`config.mk`:
```
export PLATFORM = sky130hd
export DESIGN_NAME = lse_ctrl
export DESIGN_NICKNAME = d
export VERILOG_FILES = /design/src/lse_pkg.sv /design/src/lse_ctrl.sv
export SDC_FILE = /design/constraint.sdc
export NUM_CORES = 1
export LEC_CHECK = 0
export ABC_AREA = 1
export BUFFER_PORTS_ARGS = -buffer_cell sky130_fd_sc_hd__buf_4
export CAP_MARGIN = 10
export CORE_MARGIN = 2
export CORE_UTILIZATION = 31
export CTS_BUF_LIST = sky130_fd_sc_hd__clkbuf_16
export DETAILED_ROUTE_END_ITERATION = 7
export PLACE_DENSITY = 0.52
export SLEW_MARGIN = 20
export SYNTH_ARGS = -nofsm -noshare
export SYNTH_HDL_FRONTEND = slang
export SYNTH_SLANG_ARGS = --single-unit
```
`constraint.sdc`:
```
create_clock -name clk -period 1.8 [get_ports clk]
set_clock_uncertainty 0.15 [all_clocks]
set_input_delay 0.54 -clock clk [delete_from_list [all_inputs] [get_ports clk]]
set_output_delay 0.54 -clock clk [all_outputs]
set_load 0.02 [all_outputs]
```
`src/lse_pkg.sv`:
```
// Shared types, constants and tables of the pruned log-sum-exp block.
`default_nettype none
package lse_pkg;

  localparam int unsigned MAX_VALUES_DEF = 64;

  localparam logic signed [31:0] NEG_INF       = 32'sh8000_0000;
  localparam logic signed [31:0] POS_MAX       = 32'sh7fff_ffff;
  localparam logic signed [31:0] THR_RESET     = -32'sd655360;
  localparam logic        [30:0] LOG2E_Q30     = 31'd1549082005;
  localparam logic        [31:0] LN2_Q32       = 32'd2977044472;
  localparam logic        [32:0] ONE_Q32       = 33'h1_0000_0000;
  localparam logic         [4:0] SER_TERMS     = 5'd24;
  localparam logic        [16:0] EXP_K_LIMIT   = 17'd40;
  localparam logic         [4:0] NORM_E_LIMIT  = 5'd30;
  localparam logic         [3:0] SQ_LAST       = 4'd15;
  localparam logic         [0:0] REG_THRESHOLD = 1'b0;

  typedef struct packed {
    logic signed [31:0] log_value;
    logic               last_value;
  } in_item_t;

  typedef struct packed {
    logic signed [31:0] log_sum;
    logic               overflowed;
  } out_item_t;

  typedef enum logic [3:0] {
    ST_IDLE,
    ST_CHECK,
    ST_RD,
    ST_EVAL,
    ST_EXP_T,
    ST_EXP_A,
    ST_SER_MUL,
    ST_SER_DIVM,
    ST_SER_DIVC,
    ST_EXP_ADD,
    ST_NORM,
    ST_SQ,
    ST_LN_MUL,
    ST_OUT,
    ST_OUT_INF
  } fsm_t;

  typedef enum logic [4:0] {
    OP_NONE,
    OP_LOAD,
    OP_FIN_INIT,
    OP_READ,
    OP_EVAL,
    OP_EXP_T,
    OP_EXP_A,
    OP_SER_MUL,
    OP_SER_DIVM,
    OP_SER_DIVC,
    OP_EXP_ADD,
    OP_NORM_INIT,
    OP_NORM,
    OP_SQ_INIT,
    OP_SQ,
    OP_LN_MUL,
    OP_OUT,
    OP_OUT_INF
  } dp_op_t;

  typedef struct packed {
    dp_op_t op;
  } dp_cmd_t;

  typedef struct packed {
    logic max_neginf;
    logic scan_done;
    logic term_use;
    logic k_big;
    logic ser_last;
    logic norm_more;
    logic sq_last;
    logic out_free;
  } dp_sts_t;

  // floor((2^36 - 1) / i): the quotient estimate is then low by at most one.
  function automatic logic [35:0] recip_q36(input logic [4:0] i);
    logic [35:0] m;
    case (i)
      5'd1:    m = 36'd68719476735;
      5'd2:    m = 36'd34359738367;
      5'd3:    m = 36'd22906492245;
      5'd4:    m = 36'd17179869183;
      5'd5:    m = 36'd13743895347;
      5'd6:    m = 36'd11453246122;
      5'd7:    m = 36'd9817068105;
      5'd8:    m = 36'd8589934591;
      5'd9:    m = 36'd7635497415;
      5'd10:   m = 36'd6871947673;
      5'd11:   m = 36'd6247225157;
      5'd12:   m = 36'd5726623061;
      5'd13:   m = 36'd5286113595;
      5'd14:   m = 36'd4908534052;
      5'd15:   m = 36'd4581298449;
      5'd16:   m = 36'd4294967295;
      5'd17:   m = 36'd4042322160;
      5'd18:   m = 36'd3817748707;
      5'd19:   m = 36'd3616814565;
      5'd20:   m = 36'd3435973836;
      5'd21:   m = 36'd3272356987;
      5'd22:   m = 36'd3123612578;
      5'd23:   m = 36'd2987803336;
      5'd24:   m = 36'd2863311530;
      default: m = 36'd0;
    endcase
    return m;
  endfunction

endpackage
`default_nettype wire

```
`src/lse_ctrl.sv`:
```
// Sequencing state machine of the pruned log-sum-exp block.
`default_nettype none
module lse_ctrl (
  input  wire logic            clk,
  input  wire logic            rst_n,
  input  wire logic            in_valid,
  input  wire logic            in_last,
  output logic                 in_stall,
  input  wire lse_pkg::dp_sts_t sts,
  output lse_pkg::dp_cmd_t     cmd
);
  import lse_pkg::*;

  fsm_t state_r, state_nxt;
  logic in_acc;

  assign in_stall = (state_r != ST_IDLE);
  assign in_acc   = in_valid && !in_stall;

  always_ff @(posedge clk) begin
    if (!rst_n) begin
      state_r <= ST_IDLE;
    end else begin
      state_r <= state_nxt;
    end
  end

  always_comb begin
    state_nxt = state_r;
    unique case (state_r)
      ST_IDLE:     if (in_acc && in_last) state_nxt = ST_CHECK;
      ST_CHECK:    state_nxt = sts.max_neginf ? ST_OUT_INF : ST_RD;
      ST_RD:       state_nxt = sts.scan_done ? ST_NORM : ST_EVAL;
      ST_EVAL:     state_nxt = sts.term_use ? ST_EXP_T : ST_RD;
      ST_EXP_T:    state_nxt = ST_EXP_A;
      ST_EXP_A:    state_nxt = sts.k_big ? ST_RD : ST_SER_MUL;
      ST_SER_MUL:  state_nxt = ST_SER_DIVM;
      ST_SER_DIVM: state_nxt = ST_SER_DIVC;
      ST_SER_DIVC: state_nxt = sts.ser_last ? ST_EXP_ADD : ST_SER_MUL;
      ST_EXP_ADD:  state_nxt = ST_RD;
      ST_NORM:     if (!sts.norm_more) state_nxt = ST_SQ;
      ST_SQ:       if (sts.sq_last) state_nxt = ST_LN_MUL;
      ST_LN_MUL:   state_nxt = ST_OUT;
      ST_OUT:      if (sts.out_free) state_nxt = ST_IDLE;
      ST_OUT_INF:  if (sts.out_free) state_nxt = ST_IDLE;
      default:     state_nxt = ST_IDLE;
    endcase
  end

  always_comb begin
    cmd.op = OP_NONE;
    unique case (state_r)
      ST_IDLE:     if (in_acc) cmd.op = OP_LOAD;
      ST_CHECK:    cmd.op = OP_FIN_INIT;
      ST_RD:       cmd.op = sts.scan_done ? OP_NORM_INIT : OP_READ;
      ST_EVAL:     cmd.op = OP_EVAL;
      ST_EXP_T:    cmd.op = OP_EXP_T;
      ST_EXP_A:    if (!sts.k_big) cmd.op = OP_EXP_A;
      ST_SER_MUL:  cmd.op = OP_SER_MUL;
      ST_SER_DIVM: cmd.op = OP_SER_DIVM;
      ST_SER_DIVC: cmd.op = OP_SER_DIVC;
      ST_EXP_ADD:  cmd.op = OP_EXP_ADD;
      ST_NORM:     cmd.op = sts.norm_more ? OP_NORM : OP_SQ_INIT;
      ST_SQ:       cmd.op = OP_SQ;
      ST_LN_MUL:   cmd.op = OP_LN_MUL;
      ST_OUT:      if (sts.out_free) cmd.op = OP_OUT;
      ST_OUT_INF:  if (sts.out_free) cmd.op = OP_OUT_INF;
      default:     cmd.op = OP_NONE;
    endcase
  end

endmodule
`default_nettype wire

```
==> results.toml <==
[status]
status = "complete, but fails checks"
violations = "setup timing"

[power]
p_sw_uw = 909
p_clk_share_pct = 17.1
p_sw_share_pct = 45.1
power.density_nw_per_um2 = 1720
ir_worst_vdd_v = 0.00106
p_leak_nw = 0.620
pwr-share-comb_pct = 71.6
seq_power_share_pct = 11.3
p_int_mw = 1.10

[clock_network]
ctsHoldBuffers = 0
clkTransAtPathRegs_ns = 0.03
cts_tree = "built"
cts-htree-levels = 1
cts_buffer_depth = 2
cts_num_sinks = 4
cts_buffers = 3
cts_root_buffer = "clkbuf_16"
clkLatencyLatePin_ns = 0.22

[critical_path]
path_common_cell = "nor2_1"
worstPathMaxFanout = 5
critical_path_arrival_ns = 1.29
crit_chain = "inv_4, nand2_1, nor2_1, nor2_1, nand3_1, buf_6"
end_kind = "primary output"
start_kind = "flip-flop"
critical_path_required_ns = 1.11
slowest_stage = "dfxtp_4"
worstSetupPathType = "flip-flop to primary output"
cp_slowest_stage_delay_ns = 0.37
r2r_cells = 13

[placement]
gp_congestion = 0.895
placed_cell_area_um2 = 788
port_buffers = 17
place_hpwl_um = 1440

[global_route]
grt_pass1_wl_um = 3230
grt_pass1_vias = 781
gr-total-overflow = 0
grt_use_total_pct = 22.9
grt_max_degree = 8
antenna_found_initial = 0

[floorplan]
ioPinCount = 18
core_area_um2 = 1510
die_h_um = 44.1
dieArea_um2 = 1950
fp.dieW_um = 44.1
start_util_pct = 33.1
rows = 14

[synthesis]
netlist_area_um2 = 499
avgSynthCellArea_um2 = 5.15
syn-num-nets = 109
synthSimpleGateAreaFrac_pct = 63.7
yosysWarningCount = 0
synthAdderAreaFrac_pct = 0
synth_cell_types = 17
synth_compound_area_share_pct = 10.5
yosys_register_bits = 4
synth_top_family_by_area = "simple AND/OR/NAND/NOR gates"
seq_area_frac_synth_pct = 16.0
synth-xor-area-share_pct = 0
synthMuxAreaShare_pct = 0
netlist_instances = 97

[cells_and_area]
layout.nets = 164
largest_register = "state_r"
fillers = 106
final_area_um2 = 1170
layout_common_cells = "buf_4 (42), nand2_1 (24), nand2_2 (10)"
layout_commonest_cell = "buf_4"
largest_reg_flops = 4
multi_input_area_um2 = 512
syn_to_final_growth_pct = 135
final_layout_size_suffix_gt1_share_pct = 65.3
regArea_um2 = 95.1
num_antenna_cells = 0
reg.largest.list = "state_r (4)"

[sta]
max_slew_margin_pct = 87.7
setup_violations = 7
worst_pin_slew_ns = 0.183
finalCritPeriodShare_pct = 110
setup_tns_ns = -0.737
grt_setup_unrepaired = "yes"
fmax_mhz = 504
setup_slack_ns = -0.185
hold_viol_final = 0
drv_slew = 0
period_minus_slack_ns = 1.98

[detailed_routing]
drt_iter0_drc = 22
top_layer_used = "met4"
wl_um = 2330
vias = 875
wl_per_cell_um = 14.0
dr.pass1.iters = 4
met1_length_um = 1000
met2_length_um = 1150
postRouteAntennaNets = 0
met3_length_um = 133
drc_errors = 0
viasPerCell = 5.27

[hold_path]
hold_class = "flip-flop to flip-flop"
min_path_cells = 2

[run]
cap_violations = 0
-- critical path, delay by kind of cell, from the launching register on --
kind,cells,cell delay (ns)
simple gates,4,0.50
flops,1,0.37
buf+inv,2,0.20
-- area by class of cell --
type / instances / share of cell area [%]
multi-input cells: 80 / 43.7
repair buffers: 50 / 34.6
inverters: 13 / 5.55
well taps: 16 / 1.71
flip-flops and latches: 4 / 8.11
clock buffers: 3 / 6.40
-- metrics by stage --
step	setup WS [ns]	util, %	total power [mW]	std cells	hold slack (ns)
after floorplan	0.00574	-	0.706	97	0.351
after global placement	-0.0777	52.3	1.14	148	0.362
after detailed placement	-0.0532	52.3	1.13	148	0.363
after CTS	-0.129	66.0	1.65	156	0.376
after global routing	-0.236	77.8	2.14	166	0.405
final	-0.185	77.8	2.01	166	0.391
-- kinds of logic (layout without fill, tap and decap cells) --
kind of cell           Yosys count  after routing
AND/OR/NAND/NOR                 71             71
buffers and inverters           13             66
AO/OA/AOI/OAI                    9              9
flip-flops                       4              4
-- repair_timing --
| action | 4_1_cts | 5_1_grt |
|---|---|---|
| pin swaps | 8 | 16 |
| setup buffers | 5 | 10 |
| resized for setup | 31 | 31 |
| endpoints found under the setup margin | 6 | 7 |
-- final timing paths --
check | slack [ns] | startpoint | endpoint
worst max-delay path | -0.18 | state_r[3] | cmd[2]
worst min-delay path | 0.39 | state_r[3] | state_r[3]
worst max register to register | -0.01 | state_r[2] | state_r[2]
worst min register to register | 0.39 | state_r[3] | state_r[3]
-- Yosys cell counts --
cell / n / share of area, %
dfxtp_1: 4 / 16
nand2_2: 3 / 3.8
o221ai_1: 1 / 1.8
nor2_2: 3 / 3.8
inv_1: 6 / 4.5
nand3b_1: 2 / 3.0
a21oi_1: 6 / 6.0
nor2_1: 15 / 11
o2111ai_1: 1 / 1.8
inv_2: 6 / 4.5
clkinv_1: 1 / 0.75
nand3_1: 7 / 7.0
nor4_1: 1 / 1.3
nand4_1: 4 / 5.0
nor2_4: 1 / 2.3
nand2_1: 35 / 26
o21ai_0: 1 / 1.0
-- per-layer routing --
metal	vias up	global-route usage (%)
li1	426	-
met1	411	26.9
met2	33	40.0
met3	5	4.90
met4	0	9.70
met5	-	0
-- power by group through the flow --
stage,Combinational (mW),Clock [mW],Sequential [mW]
floorplan,0.545,0,0.161
global placement,0.975,0,0.160
detailed placement,0.971,0,0.162
CTS,1.09,0.349,0.208
global route,1.56,0.353,0.230
finish,1.44,0.345,0.228
(Power assumes the default switching activity.)
